==> src/b2h_pkg.sv <==
// shared types and constants of the binary to hex record encoder
package b2h_pkg;

  localparam int unsigned ADDR_W      = 24;
  localparam int unsigned QUEUE_DEPTH = 2;

  // input opcodes
  localparam logic OP_DATA   = 1'b0;
  localparam logic OP_FINISH = 1'b1;

  // configuration register indexes
  localparam logic [1:0] CFG_FORMAT = 2'd0;
  localparam logic [1:0] CFG_SIZE   = 2'd1;
  localparam logic [1:0] CFG_LENGTH = 2'd2;
  localparam logic [1:0] CFG_OFFSET = 2'd3;

  // format register codes
  localparam logic [1:0] CFG_FMT_SREC = 2'd0;
  localparam logic [1:0] CFG_FMT_IHEX = 2'd1;
  localparam logic [1:0] CFG_FMT_TEK  = 2'd2;

  localparam logic [7:0] REC_SIZE_RST  = 8'd32;
  localparam logic [7:0] SREC_MAX_SIZE = 8'd251;

  typedef enum logic [1:0] {
    FMT_SREC,
    FMT_IHEX,
    FMT_TEK
  } rec_fmt_e;

  typedef struct packed {
    logic [1:0]        fmt;
    logic [7:0]        size;
    logic [ADDR_W-1:0] img_len;
    logic [ADDR_W-1:0] offset;
  } cfg_t;

  // one classified item, handed from front to back
  typedef struct packed {
    rec_fmt_e        fmt;
    logic            is_finish;
    logic            has_hdr;
    logic            has_close;
    logic            drop_nl;
    logic [3:0][7:0] hdr;
    logic [7:0]      data;
    logic [7:0]      chk;
    logic [4:0][7:0] term;
  } enc_word_t;

  // unknown format codes behave as s-records
  function automatic rec_fmt_e fmt_decode(logic [1:0] code);
    rec_fmt_e f;
    case (code)
      CFG_FMT_IHEX: f = FMT_IHEX;
      CFG_FMT_TEK:  f = FMT_TEK;
      default:      f = FMT_SREC;
    endcase
    return f;
  endfunction

endpackage

==> src/b2h_front.sv <==
// front end: accepts words, tracks record state, builds record descriptors
module b2h_front (
  input  logic               clk_i,
  input  logic               rst_ni,
  input  b2h_pkg::cfg_t      cfg_i,
  input  logic               in_valid_i,
  output logic               in_stall_o,
  input  logic               opcode_i,
  input  logic [7:0]         data_byte_i,
  input  logic               q_full_i,
  output logic               push_o,
  output b2h_pkg::enc_word_t word_o
);
  import b2h_pkg::*;

  logic [ADDR_W-1:0] addr_q, addr_d;
  logic [7:0]        pos_q, pos_d;
  logic [7:0]        len_q, len_d;
  logic [7:0]        sum_q, sum_d;

  rec_fmt_e          fmt;
  logic              accept, is_fin, skip, opening, close_now;
  logic [7:0]        eff, len, len_cur, pos_next;
  logic [ADDR_W-1:0] remain, srec_addr;
  logic [7:0]        hdr_sum, data_add, base, new_sum, chk_src, s8_sum;
  logic [3:0][7:0]   hdr;
  logic [4:0][7:0]   term;

  function automatic logic [7:0] nib_sum(logic [7:0] x);
    return {4'b0, x[7:4]} + {4'b0, x[3:0]};
  endfunction

  // classify the word and work out this record's bytes and sums
  always_comb begin
    fmt       = fmt_decode(cfg_i.fmt);
    accept    = in_valid_i && !q_full_i;
    is_fin    = (opcode_i == OP_FINISH);
    skip      = !is_fin && (addr_q >= cfg_i.img_len);
    opening   = (pos_q == 8'd0);

    eff = (cfg_i.size == 8'd0) ? 8'd1 : cfg_i.size;
    if (fmt == FMT_SREC && eff > SREC_MAX_SIZE) begin
      eff = SREC_MAX_SIZE;
    end
    remain    = cfg_i.img_len - addr_q;
    len       = (remain < {16'b0, eff}) ? remain[7:0] : eff;
    srec_addr = addr_q + cfg_i.offset;

    case (fmt)
      FMT_IHEX: begin
        hdr[0] = len;
        hdr[1] = addr_q[15:8];
        hdr[2] = addr_q[7:0];
        hdr[3] = 8'h00;
      end
      FMT_TEK: begin
        hdr[0] = addr_q[15:8];
        hdr[1] = addr_q[7:0];
        hdr[2] = len;
        hdr[3] = nib_sum(addr_q[15:8]) + nib_sum(addr_q[7:0]) + nib_sum(len);
      end
      default: begin
        hdr[0] = len + 8'd4;
        hdr[1] = srec_addr[23:16];
        hdr[2] = srec_addr[15:8];
        hdr[3] = srec_addr[7:0];
      end
    endcase

    // tekhex restarts the data sum after the header
    hdr_sum  = (fmt == FMT_TEK) ? 8'd0 : (hdr[0] + hdr[1] + hdr[2] + hdr[3]);
    data_add = (fmt == FMT_TEK) ? nib_sum(data_byte_i) : data_byte_i;
    base     = opening ? hdr_sum : sum_q;
    new_sum  = base + data_add;
    pos_next = (opening ? 8'd0 : pos_q) + 8'd1;
    len_cur  = opening ? len : len_q;
    close_now = (pos_next >= len_cur);

    chk_src = is_fin ? sum_q : new_sum;
    s8_sum  = 8'd4 + cfg_i.offset[23:16] + cfg_i.offset[15:8] + cfg_i.offset[7:0];

    case (fmt)
      FMT_IHEX: begin
        word_o.chk = 8'd0 - chk_src;
        term = {8'hFF, 8'h01, 8'h00, 8'h00, 8'h00};
      end
      FMT_TEK: begin
        word_o.chk = chk_src;
        term = '0;
      end
      default: begin
        word_o.chk = ~chk_src;
        term = {~s8_sum, cfg_i.offset[7:0], cfg_i.offset[15:8], cfg_i.offset[23:16], 8'h04};
      end
    endcase

    word_o.fmt       = fmt;
    word_o.is_finish = is_fin;
    word_o.has_hdr   = !is_fin && opening;
    word_o.has_close = is_fin ? !opening : close_now;
    word_o.drop_nl   = is_fin && (fmt == FMT_SREC) && !opening;
    word_o.hdr       = hdr;
    word_o.data      = data_byte_i;
    word_o.term      = term;

    push_o     = accept && !skip;
    in_stall_o = q_full_i;

    // record state update
    addr_d = addr_q;
    pos_d  = pos_q;
    len_d  = len_q;
    sum_d  = sum_q;
    if (accept) begin
      if (is_fin) begin
        addr_d = '0;
        pos_d  = '0;
        len_d  = '0;
        sum_d  = '0;
      end else if (!skip) begin
        addr_d = addr_q + ADDR_W'(1);
        pos_d  = close_now ? 8'd0 : pos_next;
        len_d  = len_cur;
        sum_d  = new_sum;
      end
    end
  end

  always_ff @(posedge clk_i or negedge rst_ni) begin
    if (!rst_ni) begin
      addr_q <= '0;
      pos_q  <= '0;
      len_q  <= '0;
      sum_q  <= '0;
    end else begin
      addr_q <= addr_d;
      pos_q  <= pos_d;
      len_q  <= len_d;
      sum_q  <= sum_d;
    end
  end

  // an open record never holds its full length
  assert property (@(posedge clk_i) disable iff (!rst_ni)
    (pos_q != 8'd0) |-> (pos_q < len_q))
    else $error("open record position reached its length");

endmodule

==> src/b2h_queue.sv <==
// short descriptor queue between front and back
module b2h_queue #(
  parameter int unsigned Depth = b2h_pkg::QUEUE_DEPTH
) (
  input  logic               clk_i,
  input  logic               rst_ni,
  input  logic               push_i,
  input  b2h_pkg::enc_word_t word_i,
  input  logic               pop_i,
  output b2h_pkg::enc_word_t word_o,
  output logic               full_o,
  output logic               empty_o
);
  import b2h_pkg::*;

  localparam int unsigned PtrW = (Depth > 1) ? $clog2(Depth) : 1;
  localparam int unsigned CntW = $clog2(Depth + 1);

  enc_word_t         mem_q [Depth];
  logic [PtrW-1:0]   wr_ptr_q, wr_ptr_d, rd_ptr_q, rd_ptr_d;
  logic [CntW-1:0]   cnt_q, cnt_d;

  // pointer and fill count
  always_comb begin
    full_o   = (cnt_q == CntW'(Depth));
    empty_o  = (cnt_q == '0);
    word_o   = mem_q[rd_ptr_q];
    wr_ptr_d = wr_ptr_q;
    rd_ptr_d = rd_ptr_q;
    cnt_d    = cnt_q;
    if (push_i) begin
      wr_ptr_d = (wr_ptr_q == PtrW'(Depth - 1)) ? '0 : wr_ptr_q + PtrW'(1);
    end
    if (pop_i) begin
      rd_ptr_d = (rd_ptr_q == PtrW'(Depth - 1)) ? '0 : rd_ptr_q + PtrW'(1);
    end
    if (push_i && !pop_i) begin
      cnt_d = cnt_q + CntW'(1);
    end else if (pop_i && !push_i) begin
      cnt_d = cnt_q - CntW'(1);
    end
  end

  always_ff @(posedge clk_i or negedge rst_ni) begin
    if (!rst_ni) begin
      wr_ptr_q <= '0;
      rd_ptr_q <= '0;
      cnt_q    <= '0;
    end else begin
      wr_ptr_q <= wr_ptr_d;
      rd_ptr_q <= rd_ptr_d;
      cnt_q    <= cnt_d;
    end
  end

  // storage
  always_ff @(posedge clk_i) begin
    if (push_i) begin
      mem_q[wr_ptr_q] <= word_i;
    end
  end

  assert property (@(posedge clk_i) disable iff (!rst_ni) push_i |-> !full_o)
    else $error("push into a full queue");
  assert property (@(posedge clk_i) disable iff (!rst_ni) pop_i |-> !empty_o)
    else $error("pop from an empty queue");

endmodule

==> src/b2h_back.sv <==
// back end: walks a descriptor and sends its characters one by one
module b2h_back (
  input  logic               clk_i,
  input  logic               rst_ni,
  input  b2h_pkg::enc_word_t word_i,
  input  logic               empty_i,
  output logic               pop_o,
  output logic               out_valid_o,
  input  logic               out_stall_i,
  output logic [6:0]         char_out_o,
  output logic               last_char_o
);
  import b2h_pkg::*;

  typedef enum logic [1:0] {
    SEG_HDR,
    SEG_DATA,
    SEG_CLOSE,
    SEG_TERM
  } seg_e;

  localparam logic [6:0] CH_NL    = 7'h0A;
  localparam logic [6:0] CH_S     = 7'h53;
  localparam logic [6:0] CH_TWO   = 7'h32;
  localparam logic [6:0] CH_EIGHT = 7'h38;
  localparam logic [6:0] CH_COLON = 7'h3A;
  localparam logic [6:0] CH_SLASH = 7'h2F;

  seg_e       seg_q, seg_d, cur_seg, first_seg, nxt_seg;
  logic [3:0] pos_q, pos_d, cur_pos, pre_len, seg_len, k;
  logic       started_q, started_d;
  logic       out_valid_q;
  logic [6:0] char_q, char_d;
  logic       last_q, last_d;
  logic       load, active, emit, seg_end;
  logic [7:0] tbyte;

  function automatic logic [6:0] hex_char(logic [3:0] n);
    return (n < 4'd10) ? (7'h30 + {3'b0, n}) : (7'h37 + {3'b0, n});
  endfunction

  function automatic logic [6:0] nib_char(logic [7:0] b, logic lo);
    return hex_char(lo ? b[3:0] : b[7:4]);
  endfunction

  // segment sequencing and character selection
  always_comb begin
    load   = !out_valid_q || !out_stall_i;
    active = !empty_i;
    emit   = load && active;

    if (word_i.has_hdr) begin
      first_seg = SEG_HDR;
    end else if (!word_i.is_finish) begin
      first_seg = SEG_DATA;
    end else if (word_i.has_close) begin
      first_seg = SEG_CLOSE;
    end else begin
      first_seg = SEG_TERM;
    end
    cur_seg = started_q ? seg_q : first_seg;
    cur_pos = started_q ? pos_q : 4'd0;

    pre_len = (word_i.fmt == FMT_SREC) ? 4'd2 : 4'd1;
    k       = cur_pos - pre_len;

    case (cur_seg)
      SEG_HDR:   seg_len = pre_len + 4'd8;
      SEG_DATA:  seg_len = 4'd2;
      SEG_CLOSE: seg_len = 4'd3;
      default: begin
        if (word_i.fmt == FMT_TEK) begin
          seg_len = 4'd10;
        end else if (word_i.fmt == FMT_IHEX || word_i.drop_nl) begin
          seg_len = 4'd12;
        end else begin
          seg_len = 4'd13;
        end
      end
    endcase
    seg_end = (cur_pos == seg_len - 4'd1);

    case (cur_seg)
      SEG_HDR:   nxt_seg = SEG_DATA;
      SEG_DATA:  nxt_seg = SEG_CLOSE;
      default:   nxt_seg = SEG_TERM;
    endcase

    last_d = seg_end && ((cur_seg == SEG_TERM) ||
                         (cur_seg == SEG_CLOSE && !word_i.is_finish) ||
                         (cur_seg == SEG_DATA && !word_i.has_close));

    case (k[3:1])
      3'd0:    tbyte = word_i.term[0];
      3'd1:    tbyte = word_i.term[1];
      3'd2:    tbyte = word_i.term[2];
      3'd3:    tbyte = word_i.term[3];
      3'd4:    tbyte = word_i.term[4];
      default: tbyte = 8'h00;
    endcase

    case (cur_seg)
      SEG_HDR: begin
        if (cur_pos < pre_len) begin
          if (word_i.fmt == FMT_SREC) begin
            char_d = (cur_pos == 4'd0) ? CH_S : CH_TWO;
          end else begin
            char_d = (word_i.fmt == FMT_IHEX) ? CH_COLON : CH_SLASH;
          end
        end else begin
          char_d = nib_char(word_i.hdr[k[2:1]], k[0]);
        end
      end
      SEG_DATA:  char_d = nib_char(word_i.data, cur_pos[0]);
      SEG_CLOSE: char_d = (cur_pos == 4'd2) ? CH_NL : nib_char(word_i.chk, cur_pos[0]);
      default: begin
        if (cur_pos < pre_len) begin
          if (word_i.fmt == FMT_SREC) begin
            char_d = (cur_pos == 4'd0) ? CH_S : CH_EIGHT;
          end else begin
            char_d = (word_i.fmt == FMT_IHEX) ? CH_COLON : CH_SLASH;
          end
        end else if (k >= ((word_i.fmt == FMT_TEK) ? 4'd8 : 4'd10)) begin
          char_d = CH_NL;
        end else begin
          char_d = nib_char(tbyte, k[0]);
        end
      end
    endcase

    pop_o     = emit && last_d;
    started_d = started_q;
    seg_d     = seg_q;
    pos_d     = pos_q;
    if (emit) begin
      started_d = !last_d;
      if (seg_end) begin
        seg_d = nxt_seg;
        pos_d = 4'd0;
      end else begin
        seg_d = cur_seg;
        pos_d = cur_pos + 4'd1;
      end
    end
  end

  // sequencer state and output register
  always_ff @(posedge clk_i or negedge rst_ni) begin
    if (!rst_ni) begin
      started_q   <= 1'b0;
      seg_q       <= SEG_HDR;
      pos_q       <= '0;
      out_valid_q <= 1'b0;
      char_q      <= '0;
      last_q      <= 1'b0;
    end else begin
      started_q <= started_d;
      seg_q     <= seg_d;
      pos_q     <= pos_d;
      if (load) begin
        out_valid_q <= active;
      end
      if (emit) begin
        char_q <= char_d;
        last_q <= last_d;
      end
    end
  end

  assign out_valid_o = out_valid_q;
  assign char_out_o  = char_q;
  assign last_char_o = last_q;

  assert property (@(posedge clk_i) disable iff (!rst_ni) started_q |-> !empty_i)
    else $error("descriptor left the queue mid record");
  assert property (@(posedge clk_i) disable iff (!rst_ni)
    (emit && cur_seg == SEG_TERM) |-> word_i.is_finish)
    else $error("termination record on a data word");

endmodule

==> src/binary_to_hex_record_encoder_core.sv <==
// top level: config registers, front end, descriptor queue and character back end
//
//   channel  | direction | handshake              | payload
//   in       | input     | in_valid_i/in_stall_o  | opcode_i, data_byte_i
//   out      | output    | out_valid_o/out_stall_i| char_out_o, last_char_o
//   cfg      | input     | cfg_we_i               | cfg_index_i, cfg_data_i
//
// the front takes one word a cycle while the queue has room; the back sends
// one character a cycle while out_stall_i is low: a plain data byte gives
// two characters, a word with a header and checksum up to fifteen.
// a word is held in the queue, then its first character in the output register.
// reset clears record state, queue and config to their defaults; no clearing pass.
// out_stall_i holds the output register; the queue then fills and raises in_stall_o.
module binary_to_hex_record_encoder_core #(
  parameter int unsigned QueueDepth = b2h_pkg::QUEUE_DEPTH
) (
  input  logic                        clk_i,
  input  logic                        rst_ni,
  input  logic                        cfg_we_i,
  input  logic [1:0]                  cfg_index_i,
  input  logic [b2h_pkg::ADDR_W-1:0]  cfg_data_i,
  input  logic                        in_valid_i,
  output logic                        in_stall_o,
  input  logic                        opcode_i,
  input  logic [7:0]                  data_byte_i,
  output logic                        out_valid_o,
  input  logic                        out_stall_i,
  output logic [6:0]                  char_out_o,
  output logic                        last_char_o
);
  import b2h_pkg::*;

  cfg_t      cfg_q;
  enc_word_t push_word, head_word;
  logic      push, pop, q_full, q_empty;

  // configuration registers
  always_ff @(posedge clk_i or negedge rst_ni) begin
    if (!rst_ni) begin
      cfg_q.fmt     <= CFG_FMT_SREC;
      cfg_q.size    <= REC_SIZE_RST;
      cfg_q.img_len <= '0;
      cfg_q.offset  <= '0;
    end else if (cfg_we_i) begin
      case (cfg_index_i)
        CFG_FORMAT: cfg_q.fmt     <= cfg_data_i[1:0];
        CFG_SIZE:   cfg_q.size    <= cfg_data_i[7:0];
        CFG_LENGTH: cfg_q.img_len <= cfg_data_i;
        CFG_OFFSET: cfg_q.offset  <= cfg_data_i;
        default: begin
        end
      endcase
    end
  end

  b2h_front u_front (
    .clk_i       (clk_i),
    .rst_ni      (rst_ni),
    .cfg_i       (cfg_q),
    .in_valid_i  (in_valid_i),
    .in_stall_o  (in_stall_o),
    .opcode_i    (opcode_i),
    .data_byte_i (data_byte_i),
    .q_full_i    (q_full),
    .push_o      (push),
    .word_o      (push_word)
  );

  b2h_queue #(
    .Depth (QueueDepth)
  ) u_queue (
    .clk_i   (clk_i),
    .rst_ni  (rst_ni),
    .push_i  (push),
    .word_i  (push_word),
    .pop_i   (pop),
    .word_o  (head_word),
    .full_o  (q_full),
    .empty_o (q_empty)
  );

  b2h_back u_back (
    .clk_i       (clk_i),
    .rst_ni      (rst_ni),
    .word_i      (head_word),
    .empty_i     (q_empty),
    .pop_o       (pop),
    .out_valid_o (out_valid_o),
    .out_stall_i (out_stall_i),
    .char_out_o  (char_out_o),
    .last_char_o (last_char_o)
  );

endmodule

==> config.mk <==
export PLATFORM = sky130hd
export DESIGN_NAME = binary_to_hex_record_encoder_core
export DESIGN_NICKNAME = d
export VERILOG_FILES = /design/src/b2h_pkg.sv /design/src/b2h_front.sv /design/src/b2h_queue.sv /design/src/b2h_back.sv /design/src/binary_to_hex_record_encoder_core.sv
export SDC_FILE = /design/constraint.sdc
export NUM_CORES = 1
export LEC_CHECK = 0
export ABC_AREA = 1
export BUFFER_PORTS_ARGS = -buffer_cell sky130_fd_sc_hd__buf_2
export CORE_MARGIN = 2
export CORE_UTILIZATION = 62
export CTS_BUF_LIST = sky130_fd_sc_hd__clkbuf_4 sky130_fd_sc_hd__clkbuf_8
export DETAILED_ROUTE_END_ITERATION = 12
export MAX_ROUTING_LAYER = met4
export PLACE_DENSITY = 0.79
export SYNTH_ARGS = -nofsm -noshare
export SYNTH_HDL_FRONTEND = slang
export SYNTH_SLANG_ARGS = --single-unit
==> constraint.sdc <==
create_clock -name clk_i -period 10.8 [get_ports clk_i]
set_clock_uncertainty 0.2 [all_clocks]
set_input_delay 0 -clock clk_i [delete_from_list [all_inputs] [get_ports clk_i]]
set_output_delay 0 -clock clk_i [all_outputs]
set_load 0.1 [all_outputs]
==> impl_metrics.yaml, run 1 <==
timing:
  hold_viol: 0
  relSlewSlack_pct: 35.4
  slew_viol_final: 0
  fmax_ghz: 0.104
  setup_viol: 0
  fin_crit_sh_pct: 89.2
  tightest_slew_ns: 0.969
  setup_slack_ns: 1.17
  rsz0062_at_grt: "no"
  fin_setup_tns_ns: 0
  layout_min_cycle_time_ns: 9.63
  worst_hold_slack_ns: 0.0302
pwr:
  leakagePower_nw: 10.5
  vdd_drop_max_mv: 0.195
  p_per_area_mw_per_mm2: 318
synthesis:
  yosysTopAreaCell: "edfxtp_1"
  postSynthAreaPerCell_um2: 8.25
  yosysTopAreaCellShare_pct: 26.5
  syn_area_mm2: 0.0198
  synthArstFlopShare_pct: 42.0
  ys_seq_elements: 300
  synth_seq_area_share_pct: 42.4
  synth_edf_count: 174
  synth-main-ff-cell: "edfxtp_1"
  synth_area_leaders: "edfxtp_1 (26%), dfrtp_1 (16%), nand2_1 (12%)"
  syn_nets: 2601
  ys_warn_count: 0
  syn_inst: 2393
  synth_cell_type_count: 61
clock_network:
  cts_tree: "yes"
  clk_pin_slew_worst_paths_ns: 0.07
  cts_max_level: 2
  cts_root_buffer: "clkbuf_8"
  cts_sinks: 300
  post_cts.repair.setup_buffers: 0
  clkLatencyLatePin_ns: 0.64
  cts_buffers: 49
  clockBufferDepth: 3
grt:
  grt_pass1_vias: 17041
  grt-ovfl-total: 0
  antenna_found_initial: 0
  grt.total_usage_pct: 36.6
  grt_pass1_wl_mm: 91.5
  grt_max_degree: 73
setup_path:
  cp-start-kind: "flop"
  critical_path_depth: 54
  cp_num_buf_inv: 10
  critPathMaxFanout: 11
  crit_path_end_kind: "flop"
  worst_path_max_delay_cell: "fa_1"
  critical_path.max_stage_delay_ns: 0.61
  criticalPathCategory: "flop to flop"
  crit_top_cell: "nor2_1"
  rr_worst_depth: 54
  arrival_ns: 9.80
  cpLargestDelayFamily: "adder cells"
  worst_ep_required_time_ns: 10.97
min_path:
  min_path_type: "input pin to flop"
  hold_path_depth: 4
drt:
  antenna_left: 0
  drt-initial-drc-count: 1786
  drtPass1Iterations: 6
  drt-vias-per-instance: 5.85
  drc: 0
  wire_per_inst_um: 19.6
  vias: 17263
  drt_wl_total_mm: 57.8
place:
  dpl.hpwl_mm: 42.4
  gp_congestion: 0.961
  post-place-ws_ns: 0.873
  dp_cells: 2797
  portBuffers: 49
floorplan:
  start_util_pct: 62.8
  die_y_um: 182
  die_width_um: 182
  core-area_mm2: 0.0315
  io_pins: 50
  rows: 65
  die-area_mm2: 0.0333
cells_and_area:
  diodes: 0
  area_delta_synth_final_pct: 12.0
  utilization_pct: 70.3
  layout-drive-gt1-share_pct: 9.18
  num-nets-final: 2716
  fin_cells: 2951
flow_run:
  max_cap_viol_count: 0
outcome:
  status: "finished clean"
[cell usage after synthesis (10+ instances only)]
cell type  count
a21oi_1      143
a221oi_1      28
buf_1         12
clkbuf_1      41
dfrtp_1      125
edfxtp_1     174
fa_1          36
ha_1         132
inv_1        359
inv_2         15
nand2_1      608
nand2_2       14
nand3_1       78
nand4_1       15
nor2_1       144
nor2_2        14
nor3_1        26
o211ai_1      10
o21ai_0      188
o22ai_1       35
o31ai_1       12
xnor2_1       18
xor2_1        35
[layout make-up]
type,instances,area [um2]
multi-input combinational,1653,9750
fill,2475,9350
sequential,300,8380
inverter,379,1420
timing repair buffer,125,995
clock buffer,67,866
tap,402,503
clock inverter,25,210
[per-stage QoR]
stage                     instance area (um2)  total power, W
after floorplan                         19800         0.00475
after global placement                  20400         0.00573
after detailed placement                20400         0.00584
after CTS                               22100         0.00697
after global routing                    22100         0.00762
final                                   22100         0.00703
[cells by family (layout without fill, tap and decap cells)]
| logic type | Yosys count | after routing | synth area share, % |
|---|---|---|---|
| and+or+nand+nor | 941 | 941 | 20.1 |
| AOI/OAI and AO/OA | 489 | 489 | 14.5 |
| buffers and inverters | 440 | 596 | 8.46 |
| DFF | 300 | 300 | 42.4 |
| adders and majority gates | 168 | 168 | 12.0 |
| xor gates and xnor gates | 54 | 54 | 2.43 |
| muxes | 1 | 1 | 0.0507 |
[report_power, final]
group	total [W]	internal, W	leakage [nW]	switching (W)
combinational	0.00418	0.00136	6.67	0.00282
clock	0.00108	0.000598	0.561	0.000486
sequential	0.00176	0.00162	3.24	0.000146
[worst reg2reg max path, delay by kind of cell, from the launching register on]
kind | cells | cell delay, ns
xor gates and xnor gates | 2 | 0.42
and+or+nand+nor | 25 | 2.61
AOI/OAI and AO/OA | 7 | 1.10
DFF | 1 | 0.45
adders and majority gates | 10 | 3.85
buffers and inverters | 10 | 0.74
[repair_timing]
| item | in CTS | in global routing |
|---|---|---|
| resized for setup | 0 | 7 |
| hold endpoints to repair | 195 | 0 |
| hold buffers | 62 | 0 |
| setup endpoints to repair | 0 | 6 |
[layer usage]
layer / global-route usage, % / wire length, um / vias up
met2: 59.4 / 27800 / 781
met5: - / 0 / -
li1: - / - / 8218
met1: 47.3 / 23700 / 8132
met4: 13.5 / 1770 / 0
met3: 4.89 / 4510 / 132
[cells in the final DEF (no fill, tap or decap), types with 8 or more instances in the layout]
cell,n
nand2_1,608
inv_1,358
o21ai_0,186
edfxtp_1,174
a21oi_1,143
nor2_1,142
ha_1,131
dfrtp_1,124
nand3_1,78
dlygate4sd3_1,61
clkbuf_8,58
buf_2,48
fa_1,36
o22ai_1,35
xor2_1,34
a221oi_1,28
nor3_1,26
xnor2_1,18
inv_2,16
nand4_1,15
clkinv_1,15
nand2_2,14
nor2_2,14
buf_4,14
o31ai_1,12
o211ai_1,10
or2_2,9
o221ai_1,9
clkbuf_4,9
nor2_4,8
o21bai_1,8
o21ai_1,8
clkinv_2,8
[flip-flops by register name, indices dropped and copies added, names as in the netlist, 4 cells and up]
name,cells
u_front.pos_q,8
u_back.pos_q,4
u_front.len_q,8
u_back.char_out_o,7
u_queue.mem_q,174
u_front.addr_q,24
u_front.sum_q,8
cfg_q,58
[worst paths after layout]
path | from | to | slack, ns
max | u_front.addr_q[1] | u_queue.mem_q[1][47] | 1.17
min | cfg_data_i[8] | cfg_q[8] | 0.03
max reg2reg | u_front.addr_q[1] | u_queue.mem_q[1][47] | 1.17
min reg2reg | u_back.char_out_o[4] | u_back.char_out_o[4] | 0.28
max in group asynchronous | rst_ni | cfg_q[39] | 9.19
min in group asynchronous | rst_ni | cfg_q[53] | 0.30
Note: power is estimated with default switching activity, not from simulation.
==> inputs of run 2 (changes only) <==
--- a/config.mk
+++ b/config.mk
@@ -7,7 +7,7 @@
 export LEC_CHECK = 0
 export ABC_AREA = 1
 export BUFFER_PORTS_ARGS = -buffer_cell sky130_fd_sc_hd__buf_2
-export CORE_MARGIN = 2
+export CORE_MARGIN = 10
 export CORE_UTILIZATION = 62
 export CTS_BUF_LIST = sky130_fd_sc_hd__clkbuf_4 sky130_fd_sc_hd__clkbuf_8
 export DETAILED_ROUTE_END_ITERATION = 12
==> impl_metrics.yaml, run 2 (synthesis results as in run 1) <==
outcome:
  status: "finished clean"
setup_path:
  cp-start-kind: "flop"
  criticalPathCategory: "flop to flop"
  r2r_slack_ns: 0.84
  arrival_ns: 10.12
  rr_worst_depth: 51
  timing.rr.start: "u_front.addr_q[1]"
  cp_num_buf_inv: 9
  critical_path.max_stage_delay_ns: 0.60
  crit_path_end_kind: "flop"
  worst_path_max_delay_cell: "fa_1"
  critPathMaxFanout: 11
  crit_top_cell: "nor2_1"
  cpLargestDelayFamily: "adder cells"
  worst_ep_required_time_ns: 10.97
  r2r-end: "u_queue.mem_q[0][47]"
cells_and_area:
  final_common_cell: "nand2_1"
  regMostFlops: "u_queue.mem_q"
  design_area_mm2: 0.0221
  area_delta_synth_final_pct: 11.8
  fin_cells: 2952
  largest_register_ffs: 174
  layout-drive-gt1-share_pct: 8.86
  fillers: 2491
  final_cell_mix: "nand2_1 (608), inv_1 (358), o21ai_0 (187), edfxtp_1 (174), a21oi_1 (143)"
  num-nets-final: 2718
  diodes: 0
  reg_top3: "u_queue.mem_q (174), cfg_q (58), u_front.addr_q (24)"
clock_network:
  cts_max_level: 2
  clk_pin_slew_worst_paths_ns: 0.07
  cts_sinks: 300
  clockBufferDepth: 3
  cts_buffers: 49
  cts_tree: "yes"
  clkLatencyLatePin_ns: 0.60
  cts_root_buffer: "clkbuf_8"
timing:
  tightest_slew_ns: 1.02
  fmax_ghz: 0.100
  fin_crit_sh_pct: 92.2
  layout_min_cycle_time_ns: 9.96
  relSlewSlack_pct: 31.9
  setup_viol: 0
  fin_setup_tns_ns: 0
  rsz0062_at_grt: "no"
  slew_viol_final: 0
  hold_viol: 0
pwr:
  vdd_drop_max_mv: 0.173
  leakagePower_nw: 10.5
  p_per_area_mw_per_mm2: 317
drt:
  drtPass1Iterations: 6
  wl_met2_mm: 27.6
  drt_wl_total_mm: 57.5
  highest_layer: "met4"
  wire_per_inst_um: 19.5
  wl_met3_mm: 4.80
  antenna_left: 0
  wl_met1_mm: 23.2
  vias: 17450
  drt-vias-per-instance: 5.91
  drc: 0
  drt-initial-drc-count: 1948
grt:
  grt_pass1_wl_mm: 90.0
  grt_pass1_vias: 16721
  antenna_found_initial: 0
  grt_max_degree: 75
  grt.total_usage_pct: 29.9
  grt-ovfl-total: 0
min_path:
  min_path_type: "input pin to flop"
  min_to: "u_queue.mem_q[0][49]"
  hold_start: "data_byte_i[1]"
  hold_path_depth: 2
place:
  dp_cells: 2799
  gp_congestion: 0.989
  dpl.hpwl_mm: 41.8
  placed_area_mm2: 0.0204
  portBuffers: 49
floorplan:
  rows: 65
  die-area_mm2: 0.0394
  io_pins: 50
  die_width_um: 198
  start_util_pct: 62.8
  core-area_mm2: 0.0315
  die_y_um: 198
flow_run:
  max_cap_viol_count: 0
[run 2: changes by cell type in the layout (fill, tap and decap cells not counted), moves of 2 or more]
cell,delta
clkinv_1,+7
clkbuf_8,-8
bufinv_16,+2
buf_4,+2
clkinv_2,-3
[run 2: worst max-delay path by stage]
stage               slack (ns)              start                   end  cells past startpoint
global route             0.003  u_front.addr_q[1]  u_queue.mem_q[1][47]                     51
global placement          1.05  u_front.addr_q[0]  u_queue.mem_q[0][47]                     54
finish                    0.84  u_front.addr_q[1]  u_queue.mem_q[0][47]                     51
detailed placement        0.81  u_front.addr_q[0]  u_queue.mem_q[0][47]                     54
CTS                       0.82  u_front.addr_q[0]  u_queue.mem_q[0][47]                     54
floorplan                 1.92  u_front.addr_q[0]  u_queue.mem_q[0][47]                     55
[run 2: where the power goes]
group | internal (W) | switching (W)
registers | 0.00162 | 0.000147
clock network | 0.000590 | 0.000477
logic | 0.00136 | 0.00281
total | 0.00357 | 0.00344
[run 2: cell type report]
cell class | count | area (um2) | share of cell area [%]
Multi-Input combinational cell | 1653 | 9720 | 44.0
Sequential cell | 300 | 8380 | 38.0
Inverter | 379 | 1420 | 6.44
Timing Repair Buffer | 127 | 1010 | 4.57
Clock buffer | 60 | 763 | 3.46
Tap cell | 402 | 503 | 2.28
Clock inverter | 31 | 279 | 1.26
[run 2: per-layer routing]
| metal | track usage, % | vias to the layer above |
|---|---|---|
| met5 | - | - |
| met4 | 9.92 | 0 |
| met3 | 4.63 | 149 |
| met2 | 48.4 | 832 |
| met1 | 37.9 | 8257 |
| li1 | - | 8212 |
[run 2: worst register-to-register path, delay by kind of cell, from the launching register on]
family,cells,cell delay [ns]
AOI/OAI and AO/OA,6,1.32
xor gates and xnor gates,2,0.58
DFF,1,0.46
buffers and inverters,9,0.82
adders and majority gates,9,3.90
and+or+nand+nor,25,2.49
[run 2: repair_timing]
action                                  CTS  global route
buffers inserted                          0             0
endpoints found under the setup margin    0             2
hold endpoints to repair                176             0
hold buffers                             62             0
gates resized for setup                   0             2
[run 2: through the flow]
step	worst slack (ns)	util [%]	total power, W	hold WS (ns)
CTS	0.815	70.1	0.00695	0.00270
finish	0.845	70.2	0.00700	0.0383
floorplan	1.92	-	0.00475	-0.496
global route	0.00313	70.2	0.00758	0.0332
detailed placement	0.810	64.8	0.00584	-0.137
global placement	1.05	64.8	0.00572	-0.151
